===== src/hw/rtl/sstok_pkg.sv =====
`default_nettype none
// ----------------------------------------------------------------------------
// sstok_pkg
// Shared types, character codes and token kinds of the source tokenizer.
// ----------------------------------------------------------------------------
package sstok_pkg;

    localparam int OFFSET_BITS_DEF = 16;

    // Result queue geometry
    localparam int OQ_DEPTH = 4;
    localparam int OQ_PTR_W = $clog2(OQ_DEPTH);
    localparam int OQ_CNT_W = $clog2(OQ_DEPTH + 1);

    // Character codes
    localparam logic [7:0] CH_NUL        = 8'h00;
    localparam logic [7:0] CH_TAB        = 8'h09;
    localparam logic [7:0] CH_LF         = 8'h0A;
    localparam logic [7:0] CH_CR         = 8'h0D;
    localparam logic [7:0] CH_SPACE      = 8'h20;
    localparam logic [7:0] CH_BANG       = 8'h21;
    localparam logic [7:0] CH_QUOTE      = 8'h22;
    localparam logic [7:0] CH_LPAREN     = 8'h28;
    localparam logic [7:0] CH_RPAREN     = 8'h29;
    localparam logic [7:0] CH_STAR       = 8'h2A;
    localparam logic [7:0] CH_PLUS       = 8'h2B;
    localparam logic [7:0] CH_COMMA      = 8'h2C;
    localparam logic [7:0] CH_MINUS      = 8'h2D;
    localparam logic [7:0] CH_SLASH      = 8'h2F;
    localparam logic [7:0] CH_DIGIT_LO   = 8'h30;
    localparam logic [7:0] CH_DIGIT_HI   = 8'h39;
    localparam logic [7:0] CH_SEMI       = 8'h3B;
    localparam logic [7:0] CH_LT         = 8'h3C;
    localparam logic [7:0] CH_EQUAL      = 8'h3D;
    localparam logic [7:0] CH_GT         = 8'h3E;
    localparam logic [7:0] CH_UPPER_LO   = 8'h41;
    localparam logic [7:0] CH_UPPER_HI   = 8'h5A;
    localparam logic [7:0] CH_UNDERSCORE = 8'h5F;
    localparam logic [7:0] CH_LOWER_LO   = 8'h61;
    localparam logic [7:0] CH_LOWER_HI   = 8'h7A;
    localparam logic [7:0] CH_LBRACE     = 8'h7B;
    localparam logic [7:0] CH_RBRACE     = 8'h7D;

    typedef enum logic [4:0] {
        KIND_ILLEGAL = 5'd0,
        KIND_EOF     = 5'd1,
        KIND_IDENT   = 5'd2,
        KIND_INT     = 5'd3,
        KIND_STRING  = 5'd4,
        KIND_ASSIGN  = 5'd5,
        KIND_PLUS    = 5'd6,
        KIND_MINUS   = 5'd7,
        KIND_BANG    = 5'd8,
        KIND_STAR    = 5'd9,
        KIND_SLASH   = 5'd10,
        KIND_LT      = 5'd11,
        KIND_GT      = 5'd12,
        KIND_EQ      = 5'd13,
        KIND_NOTEQ   = 5'd14,
        KIND_COMMA   = 5'd15,
        KIND_SEMI    = 5'd16,
        KIND_LPAREN  = 5'd17,
        KIND_RPAREN  = 5'd18,
        KIND_LBRACE  = 5'd19,
        KIND_RBRACE  = 5'd20
    } t_kind;

    typedef enum logic [2:0] {
        MODE_IDLE      = 3'd0,
        MODE_IDENT     = 3'd1,
        MODE_INT       = 3'd2,
        MODE_STRING    = 3'd3,
        MODE_PEND_EQ   = 3'd4,
        MODE_PEND_BANG = 3'd5
    } t_mode;

    typedef struct packed {
        logic [7:0] text_byte;
        logic       is_end;
    } t_in_item;

    typedef struct packed {
        t_kind       token_kind;
        logic [15:0] token_start;
        logic [15:0] token_length;
        logic        last_of_run;
    } t_token;

    // Map a one-byte operator or punctuation mark to its kind; anything
    // else is illegal.
    function automatic t_kind single_kind(input logic [7:0] c);
        t_kind k;
        unique case (c)
            CH_PLUS:   k = KIND_PLUS;
            CH_MINUS:  k = KIND_MINUS;
            CH_STAR:   k = KIND_STAR;
            CH_SLASH:  k = KIND_SLASH;
            CH_LT:     k = KIND_LT;
            CH_GT:     k = KIND_GT;
            CH_COMMA:  k = KIND_COMMA;
            CH_SEMI:   k = KIND_SEMI;
            CH_LPAREN: k = KIND_LPAREN;
            CH_RPAREN: k = KIND_RPAREN;
            CH_LBRACE: k = KIND_LBRACE;
            CH_RBRACE: k = KIND_RBRACE;
            default:   k = KIND_ILLEGAL;
        endcase
        return k;
    endfunction

endpackage
`default_nettype wire


===== src/hw/rtl/script_source_tokenizer_unit.sv =====
`default_nettype none
// ----------------------------------------------------------------------------
// script_source_tokenizer_unit
// Streaming lexer: one source byte per transfer in, tokens out.
// ----------------------------------------------------------------------------
// Usage:
//   Input channel (i_in_valid / o_in_stall / i_in_data) carries one source
//   byte per transfer, or an end marker (is_end set, or a zero byte).
//   Output channel (o_out_valid / i_out_stall / o_out_data) carries one
//   token per transfer: kind, start offset, length and a flag marking the
//   last token caused by a given byte. A byte yields zero, one or two
//   tokens; the end marker always yields EOF and then restarts at offset 0.
//   A byte taken is held in the input register and lexed from there into
//   the token queue; its first token is offered on the output from the queue.
//   Throughput: one byte per cycle. The lexer stage has one input register
//   and writes into a four-entry token queue; it advances while at least
//   two queue slots are free, so the output port's one token per cycle is
//   the bound when bytes yield two tokens.
//   Reset: scan mode goes idle, offsets and run length clear, queue empties.
//   Output stall: tokens hold in the queue; once fewer than two slots are
//   free the held byte waits and o_in_stall rises.
// ----------------------------------------------------------------------------
module script_source_tokenizer_unit #(
    parameter int OFFSET_BITS = sstok_pkg::OFFSET_BITS_DEF
) (
    input  wire                   i_clk,
    input  wire                   i_rst_n,
    input  wire                   i_in_valid,
    output logic                  o_in_stall,
    input  wire sstok_pkg::t_in_item i_in_data,
    output logic                  o_out_valid,
    input  wire                   i_out_stall,
    output sstok_pkg::t_token     o_out_data
);

    localparam int OB = OFFSET_BITS;

    function automatic logic [OB-1:0] sat_inc(input logic [OB-1:0] v);
        return (&v) ? v : v + OB'(1);
    endfunction

    // Clip a counter to the 16-bit output fields.
    function automatic logic [15:0] clip16(input logic [OB-1:0] v);
        logic [OB+15:0] w;
        w = {16'd0, v};
        return (|w[OB+15:16]) ? 16'hFFFF : w[15:0];
    endfunction

    // ------------------------------------------------------------------
    // Input register
    // ------------------------------------------------------------------
    logic                r_in_vld;
    sstok_pkg::t_in_item r_in;
    logic                room;
    logic                proc;
    logic                load;

    assign proc       = r_in_vld && room;
    assign o_in_stall = r_in_vld && !room;
    assign load       = i_in_valid && !o_in_stall;

    // ------------------------------------------------------------------
    // Scan state
    // ------------------------------------------------------------------
    sstok_pkg::t_mode r_mode, n_mode;
    logic [OB-1:0]    r_offset, n_offset;
    logic [OB-1:0]    r_start, n_start;
    logic [OB-1:0]    r_len, n_len;

    // Character classes of the held byte
    logic [7:0] c;
    logic       end_c;
    logic       c_letter, c_digit, c_space, c_eq, c_bang, c_quote;

    assign c        = r_in.text_byte;
    assign end_c    = r_in.is_end || (c == sstok_pkg::CH_NUL);
    assign c_letter = (c >= sstok_pkg::CH_LOWER_LO && c <= sstok_pkg::CH_LOWER_HI)
                   || (c >= sstok_pkg::CH_UPPER_LO && c <= sstok_pkg::CH_UPPER_HI)
                   || (c == sstok_pkg::CH_UNDERSCORE);
    assign c_digit  = c >= sstok_pkg::CH_DIGIT_LO && c <= sstok_pkg::CH_DIGIT_HI;
    assign c_space  = c == sstok_pkg::CH_SPACE || c == sstok_pkg::CH_TAB
                   || c == sstok_pkg::CH_LF || c == sstok_pkg::CH_CR;
    assign c_eq     = c == sstok_pkg::CH_EQUAL;
    assign c_bang   = c == sstok_pkg::CH_BANG;
    assign c_quote  = c == sstok_pkg::CH_QUOTE;

    // Mode decode: does the byte extend the open run, close it, and what
    // token does the open run flush as.
    logic             m_cont, m_close, m_open, restart;
    sstok_pkg::t_kind f_kind, cl_kind;
    logic [OB-1:0]    f_len, cl_len;

    always_comb begin
        m_cont  = 1'b0;
        m_close = 1'b0;
        m_open  = 1'b0;
        f_kind  = sstok_pkg::KIND_ILLEGAL;
        f_len   = r_len;
        cl_kind = sstok_pkg::KIND_ILLEGAL;
        cl_len  = r_len;
        unique case (r_mode)
            sstok_pkg::MODE_IDENT: begin
                m_cont = c_letter;
                m_open = 1'b1;
                f_kind = sstok_pkg::KIND_IDENT;
            end
            sstok_pkg::MODE_INT: begin
                m_cont = c_digit;
                m_open = 1'b1;
                f_kind = sstok_pkg::KIND_INT;
            end
            sstok_pkg::MODE_STRING: begin
                // An open string at end of text flushes as illegal
                m_cont  = !c_quote;
                m_close = c_quote;
                m_open  = 1'b1;
                cl_kind = sstok_pkg::KIND_STRING;
            end
            sstok_pkg::MODE_PEND_EQ: begin
                m_close = c_eq;
                m_open  = 1'b1;
                f_kind  = sstok_pkg::KIND_ASSIGN;
                f_len   = OB'(1);
                cl_kind = sstok_pkg::KIND_EQ;
                cl_len  = OB'(2);
            end
            sstok_pkg::MODE_PEND_BANG: begin
                m_close = c_eq;
                m_open  = 1'b1;
                f_kind  = sstok_pkg::KIND_BANG;
                f_len   = OB'(1);
                cl_kind = sstok_pkg::KIND_NOTEQ;
                cl_len  = OB'(2);
            end
            default: begin
            end
        endcase
    end

    assign restart = !m_cont && !m_close;

    // Next state
    always_comb begin
        n_mode   = r_mode;
        n_offset = r_offset;
        n_start  = r_start;
        n_len    = r_len;
        if (proc) begin
            if (end_c) begin
                n_mode   = sstok_pkg::MODE_IDLE;
                n_offset = '0;
                n_start  = '0;
                n_len    = '0;
            end else begin
                n_offset = sat_inc(r_offset);
                if (m_cont) begin
                    n_len = sat_inc(r_len);
                end else if (m_close) begin
                    n_mode = sstok_pkg::MODE_IDLE;
                end else begin
                    // Start the next token at this byte
                    n_mode = sstok_pkg::MODE_IDLE;
                    if (!c_space) begin
                        n_start = r_offset;
                        n_len   = OB'(1);
                        if (c_eq) begin
                            n_mode = sstok_pkg::MODE_PEND_EQ;
                        end else if (c_bang) begin
                            n_mode = sstok_pkg::MODE_PEND_BANG;
                        end else if (c_quote) begin
                            n_mode  = sstok_pkg::MODE_STRING;
                            n_start = sat_inc(r_offset);
                            n_len   = '0;
                        end else if (c_letter) begin
                            n_mode = sstok_pkg::MODE_IDENT;
                        end else if (c_digit) begin
                            n_mode = sstok_pkg::MODE_INT;
                        end
                    end
                end
            end
        end
    end

    // Tokens: slot A flushes or closes the open run, slot B is the token
    // begun by this byte (single-byte or illegal) or EOF.
    logic              a_v, b_v;
    sstok_pkg::t_token tok_a, tok_b;

    always_comb begin
        a_v = proc && (end_c ? m_open : (m_close || (restart && m_open)));
        b_v = proc && (end_c || (restart && !c_space && !c_eq && !c_bang
                                 && !c_quote && !c_letter && !c_digit));

        tok_a.token_start  = clip16(r_start);
        tok_a.last_of_run  = !b_v;
        if (m_close && !end_c) begin
            tok_a.token_kind   = cl_kind;
            tok_a.token_length = clip16(cl_len);
        end else begin
            tok_a.token_kind   = f_kind;
            tok_a.token_length = clip16(f_len);
        end

        tok_b.token_kind   = end_c ? sstok_pkg::KIND_EOF : sstok_pkg::single_kind(c);
        tok_b.token_start  = clip16(r_offset);
        tok_b.token_length = 16'd1;
        tok_b.last_of_run  = 1'b1;
    end

    // ------------------------------------------------------------------
    // Token queue
    // ------------------------------------------------------------------
    sstok_pkg::t_token                r_q [sstok_pkg::OQ_DEPTH];
    logic [sstok_pkg::OQ_PTR_W-1:0]   r_wr, n_wr, r_rd, n_rd;
    logic [sstok_pkg::OQ_CNT_W-1:0]   r_count, n_count;
    logic [1:0]                       push_n;
    logic                             pop;
    sstok_pkg::t_token                slot0;

    // Advance the held byte only while two slots are free
    assign room        = r_count <= sstok_pkg::OQ_CNT_W'(sstok_pkg::OQ_DEPTH - 2);

    assign push_n      = {1'b0, a_v} + {1'b0, b_v};
    assign slot0       = a_v ? tok_a : tok_b;
    assign o_out_valid = r_count != '0;
    assign o_out_data  = r_q[r_rd];
    assign pop         = o_out_valid && !i_out_stall;

    assign n_wr    = r_wr + sstok_pkg::OQ_PTR_W'(push_n);
    assign n_rd    = r_rd + sstok_pkg::OQ_PTR_W'(pop);
    assign n_count = r_count + sstok_pkg::OQ_CNT_W'(push_n)
                   - sstok_pkg::OQ_CNT_W'(pop);

    always_ff @(posedge i_clk) begin
        if (!i_rst_n) begin
            r_in_vld <= 1'b0;
            r_mode   <= sstok_pkg::MODE_IDLE;
            r_offset <= '0;
            r_start  <= '0;
            r_len    <= '0;
            r_wr     <= '0;
            r_rd     <= '0;
            r_count  <= '0;
        end else begin
            if (load) begin
                r_in_vld <= 1'b1;
            end else if (proc) begin
                r_in_vld <= 1'b0;
            end
            r_mode   <= n_mode;
            r_offset <= n_offset;
            r_start  <= n_start;
            r_len    <= n_len;
            r_wr     <= n_wr;
            r_rd     <= n_rd;
            r_count  <= n_count;
        end
    end

    // Payload: held byte and queued tokens
    always_ff @(posedge i_clk) begin
        if (load) begin
            r_in <= i_in_data;
        end
        if (push_n != 2'd0) begin
            r_q[r_wr] <= slot0;
        end
        if (push_n == 2'd2) begin
            r_q[r_wr + sstok_pkg::OQ_PTR_W'(1)] <= tok_b;
        end
    end

`ifndef SYNTHESIS
    a_count_bound: assert property (@(posedge i_clk) disable iff (!i_rst_n)
        r_count <= sstok_pkg::OQ_CNT_W'(sstok_pkg::OQ_DEPTH))
        else $error("token queue overfilled");

    a_end_restarts: assert property (@(posedge i_clk) disable iff (!i_rst_n)
        (proc && end_c) |=> (r_offset == '0 && r_mode == sstok_pkg::MODE_IDLE))
        else $error("end of text did not restart the scanner");

    a_eof_last: assert property (@(posedge i_clk) disable iff (!i_rst_n)
        (o_out_valid && o_out_data.token_kind == sstok_pkg::KIND_EOF)
            |-> o_out_data.last_of_run)
        else $error("EOF token not marked last");

    a_offset_mono: assert property (@(posedge i_clk) disable iff (!i_rst_n)
        !(proc && end_c) |=> (r_offset >= $past(r_offset)))
        else $error("byte offset moved backward without end of text");
`endif

endmodule
`default_nettype wire


===== config.mk =====
export PLATFORM = sky130hd
export DESIGN_NAME = script_source_tokenizer_unit
export DESIGN_NICKNAME = d
export VERILOG_FILES = /design/src/hw/rtl/sstok_pkg.sv /design/src/hw/rtl/script_source_tokenizer_unit.sv
export SDC_FILE = /design/constraint.sdc
export NUM_CORES = 1
export LEC_CHECK = 0
export ABC_AREA = 0
export ABC_CLOCK_PERIOD_IN_PS = 4300
export BUFFER_PORTS_ARGS = -buffer_cell sky130_fd_sc_hd__buf_2
export CAP_MARGIN = 0
export CORE_MARGIN = 2
export CORE_UTILIZATION = 35
export CTS_BUF_LIST = sky130_fd_sc_hd__clkbuf_16
export DETAILED_ROUTE_END_ITERATION = 7
export GPL_TIMING_DRIVEN = 0
export PLACE_DENSITY = 0.54
export SYNTH_ARGS = -nofsm -noshare
export SYNTH_HDL_FRONTEND = slang
export SYNTH_SLANG_ARGS = --single-unit

===== constraint.sdc =====
create_clock -name i_clk -period 4.3 [get_ports i_clk]
set_input_delay 0.43 -clock i_clk [delete_from_list [all_inputs] [get_ports i_clk]]
set_output_delay 0.43 -clock i_clk [all_outputs]
set_load 0.05 [all_outputs]

* Word level (Yosys, flattened, before mapping)
Memory sizes are Yosys's and may differ from the RTL's. A register that Yosys moved wholly into a read port is not among the register bits.
Index checks and enable logic that the tools add are counted.
** Storage, ports and cells
- Memory bits (writable) :: 152
- Register bits :: 68
- Output and inout port bits :: 40
- Memories kept :: 1
- Input bits :: 13
- Logic and storage cells :: 154
- Bits in latches :: 0
- Memory bits (read-only) :: 0
** Operators by class
- Bitwise gates (word level) :: 0
- Multiply operators :: 0
- Shift-type cells :: 0
- Equal/unequal tests :: 32
- Div/mod/pow operators :: 0
- Magnitude comparators :: 7
- Muxes and demuxes :: 46
- Add/sub/neg operators :: 8
- Reduce and logical (&&, ||, !) cells :: 50
** Memories
- r_q :: words 4, width 38, rd ports 1, clocked after memory_dff 1, write ports 2, RTL line script_source_tokenizer_unit.sv:214 : sstok_pkg::t_token r_q [sstok_pkg::OQ_DEPTH];
** Operators with widths (number)
- $mux 16 :: 17
- $eq 8x6->1 const B :: 14
- $pmux 5 s12 :: 1
- $mux 38 :: 1
- $add 16x1->16 const B :: 2
- $reduce_and 16->1 :: 2
- $eq 8x4->1 const B :: 3
- $eq 8x7->1 const B :: 3
- $logic_and 1x1->1 :: 18
- $mux 3 :: 6
- $ge 8x7->1 const B :: 2
- $le 8x7->1 const B :: 2
- $pmux 4 s4 :: 1
- $logic_not 1->1 :: 13
- $pmux 4 s3 :: 1
- $mux 1 :: 11
- $mux 5 :: 2
- $ge 8x6->1 const B :: 1
- $le 8x6->1 const B :: 1
- $logic_not 8->1 :: 1
- $logic_or 1x1->1 :: 8
- $mux 2 :: 4
- $reduce_and 4->1 :: 2
- $eq 3x2->1 const B :: 2
- 20 further kinds :: 25

* Depth between registers and ports, before layout
- Depth in word-level cells :: 19
- Mapped depth :: 18

* Least setup slack after synthesis
OpenSTA, ideal clock, no wires.
- Path kind :: register to register
- Start point :: register r_in, in the netlist c[0]
- End point :: memory r_q[2][17] (netlist bit), enable pin
- Arrival time :: 3.433 ns
- Path slack :: 0.489 ns
- Library setup time :: 0.377 ns
- Stages on the path, launching flop included :: 13
- Required time :: 3.923 ns
- Clock period less this slack :: 3.811 ns
- Cell sequence :: edfxtp_1 buf_6 or4_4 o2111a_1 and2_4 o21ai_4 nand2_4 o21ba_2 ha_1 inv_1 nor3b_1 nor2_1 inv_1
** RTL lines
- from (decl) :: RTL line script_source_tokenizer_unit.sv:53 : sstok_pkg::t_in_item r_in;
- from (signal assigned) :: RTL line script_source_tokenizer_unit.sv:264 : r_in <= i_in_data;
- to (decl) :: RTL line script_source_tokenizer_unit.sv:214

==> impl_metrics.env <==
export IMPL_status="complete, no violations"
export IMPL_synth_seq_cells=220
export IMPL_startpoint="r_mode[0]"
export IMPL_r2r_end="r_q[1][18]"
export IMPL_path_max_fanout=10
export IMPL_rsz0062_at_grt="yes"
export IMPL_die_area_um2=32400
export IMPL_drt_iter0_markers=640
export IMPL_wirelength_um=31600
export IMPL_via_count=8616
export IMPL_avgSynthCellArea_um2=11.0
export IMPL_synth_yosys_warnings=0
export IMPL_drc=0
export IMPL_grt_max_degree=14
export IMPL_total_power_uw=5720
export IMPL_synth_common_cells="127 x dfxtp_1, 93 x edfxtp_1, 73 x nor2_1, 69 x a22o_1, 65 x clkbuf_1"
export IMPL_synth_cell_types=75
export IMPL_maxSlewHeadroom_pct=36.1
export IMPL_ys_async_sr_fraction_pct=0
export IMPL_irDropWorstVdd_v=0.000278
export IMPL_wl_per_cell_um=21.1
export IMPL_rrSetupSlack_ns=0.13
export IMPL_start_util_pct=35.5
export IMPL_fin_ws_ns=0.130
export IMPL_synth_top_cell_area_share_pct=25.8
export IMPL_design_area_um2=12700
export IMPL_rr_startpoint="r_mode[0]"
export IMPL_port_buffers=51
export IMPL_first_pass_iters=6
export IMPL_setup_viol=0
export IMPL_whs_ns=0.0701
export IMPL_p_per_area_nw_per_um2=451
export IMPL_ys_seq_area_share_pct=49.2
export IMPL_finalCritPeriodShare_pct=97.0
export IMPL_slew_viol_final=0
export IMPL_p_leak_uw=0.00427
export IMPL_drive_above_1_share_pct=19.9
export IMPL_clock_path_buffers=3
export IMPL_arrival_ns=4.46
export IMPL_worstSetupPathType="flop to flop"
export IMPL_gp_congestion=0.888
export IMPL_grt_overflow=0
export IMPL_rows=64
export IMPL_antenna_left=0
export IMPL_post_place_ws_ns=-0.980
export IMPL_synth_area_leader_cell="edfxtp_1"
export IMPL_fmax_mhz=240
export IMPL_numCtsBuffers=26
export IMPL_min_delay_path_class="input port to flop"
export IMPL_cts_tree="built"
export IMPL_grt_pass1_wl_um=49100
export IMPL_period_needed_ns=4.17
export IMPL_maxCapViolCount=0
export IMPL_cp_endpoint="r_q[1][18]"
export IMPL_clkTransAtPathRegs_ns=0.06
export IMPL_die_width_um=180
export IMPL_critical_path_startpoint_type="flop"
export IMPL_pin_count=53
export IMPL_grt_pass1_vias=8251
export IMPL_syn_area_um2=10800
export IMPL_antenna_found_initial=0
export IMPL_dpl_instance_area_um2=11600
export IMPL_r2r_cells=14
export IMPL_required_ns=4.59
export IMPL_insertion_delay_ns=0.54
export IMPL_worst_pin_slew_ns=0.959
export IMPL_synthToLayoutAreaGrowth_pct=17.0
export IMPL_vias_per_cell=5.76
export IMPL_clock_skew_ns=0.0115
export IMPL_synth_area_leaders="edfxtp_1 26%, dfxtp_1 23%, mux4_2 7.9%"
export IMPL_yosys_most_used_dff="dfxtp_1"
export IMPL_synth_enable_flop_cells=93
export IMPL_dp_hpwl_um=21500
export IMPL_layout_nets=1103
export IMPL_gr_usage_all_layers_pct=19.2
export IMPL_final_hold_viol_count=0
export IMPL_clock_sinks=220
export IMPL_cts_max_level=1
export IMPL_die_y_um=180
export IMPL_cts_root_buf="clkbuf_16"
export IMPL_finalSetupTns_ns=0
export IMPL_synthesis_nets=1009
export IMPL_yosysMostFrequentCell="dfxtp_1"
export IMPL_end_kind="flop"
export IMPL_core_area_um2=30500
export IMPL_synthCells=985
[flip-flops by register name (all words and copies together) (netlist names)]
name	count
r_offset	16
c	8
r_count	3
r_rd	2
r_start	16
r_in_vld	1
r_len	16
r_wr	2
r_q	152
r_mode	3
r_in	1
[metal layers]
layer | track usage [%] | vias to the layer above | wire length (um)
met5 | 0 | - | 0
met4 | 4.78 | 0 | 599
met3 | 3.44 | 40 | 2430
met2 | 29.6 | 316 | 14100
met1 | 27.8 | 4234 | 14500
li1 | - | 4026 | -
[stage by stage]
| stage | cells | utilization (%) |
|---|---|---|
| finish | 1496 | 41.6 |
| global route | 1495 | 41.5 |
| CTS | 1491 | 41.2 |
| detailed placement | 1432 | 38.0 |
| global placement | 1432 | 38.0 |
| floorplan | 985 | - |
[worst min-delay path by stage]
stage                            start         end  cells past startpoint  slack [ns]
after floorplan             r_q[2][10]  r_q[2][10]                      1        0.44
after global placement       r_q[2][3]   r_q[2][3]                      1        0.44
after detailed placement    r_q[2][11]  r_q[2][11]                      1        0.45
after CTS                 i_in_data[1]        c[0]                      1        0.05
after global routing      i_in_data[6]        c[5]                      1        0.05
final                     i_in_data[6]        c[5]                      1        0.07
[report_power, final]
group | total, uW | switching [uW] | internal [uW]
clock network | 2150 | 912 | 1230
registers | 2310 | 49.0 | 2270
logic | 1260 | 866 | 393
[layout by cell type (no fill, tap or decap), types with 7 or more instances in the layout]
master / instances
inv_1: 15
dfxtp_1: 127
nor2b_1: 10
nor2_1: 68
buf_1: 10
xnor2_1: 25
clkinvlp_4: 11
clkbuf_2: 9
buf_2: 71
o2bb2ai_1: 14
nand4_1: 12
a21oi_1: 52
mux2i_1: 7
nor3_1: 8
and3_1: 14
a32o_1: 59
o21ai_0: 24
ha_1: 10
edfxtp_1: 93
clkinv_1: 7
clkbuf_1: 56
or3_1: 13
mux4_2: 38
and2_1: 13
a22o_1: 69
buf_4: 17
clkbuf_16: 26
o22ai_1: 12
a31oi_1: 16
nand3_1: 28
nand2_1: 52
[worst max-delay path, cell delays in order (launching register included)]
cell	delay, ns
dfxtp_1	0.32
nor2b_1	0.52
o2111a_1	0.30
nand2_1	0.16
a21oi_4	0.39
nor2_4	0.13
inv_2	0.10
buf_2	0.26
ha_1	0.36
nor2_1	0.08
and2_1	0.16
clkbuf_1	0.16
nor2_2	0.51
clkinvlp_4	0.23
buf_4	0.23
[area by class of cell]
cell class	count	area, um^2
multi-input cells	645	5110
clock buffers	26	651
clock inverters	22	185
plain buffers	102	449
diodes	1	2.50
repair buffers	62	338
inverters	18	82.6
flip-flops and latches	220	5340
repair inverters	4	30.0
fillers	2931	17800
well taps	396	495
[logic make-up (layout without fill, tap and decap cells)]
group	Yosys count	count (layout)	synth area share, %
mux	46	46	8.65
compound gates	293	293	20.9
xor+xnor	26	26	2.10
fa+ha+maj	11	11	1.34
flops	220	220	49.2
simple gates	269	269	13.1
other cells	0	1	0
buf+inv	120	234	4.65
[what timing repair did]
item	CTS	global route
resized for setup	26	19
gates cloned	4	0
pin swaps	1	2
hold buffers	0	0
endpoints found under the hold margin	0	0
setup buffers	7	4
endpoints found under the setup margin	194	175
No activity file was read; power rests on OpenSTA's default activity.
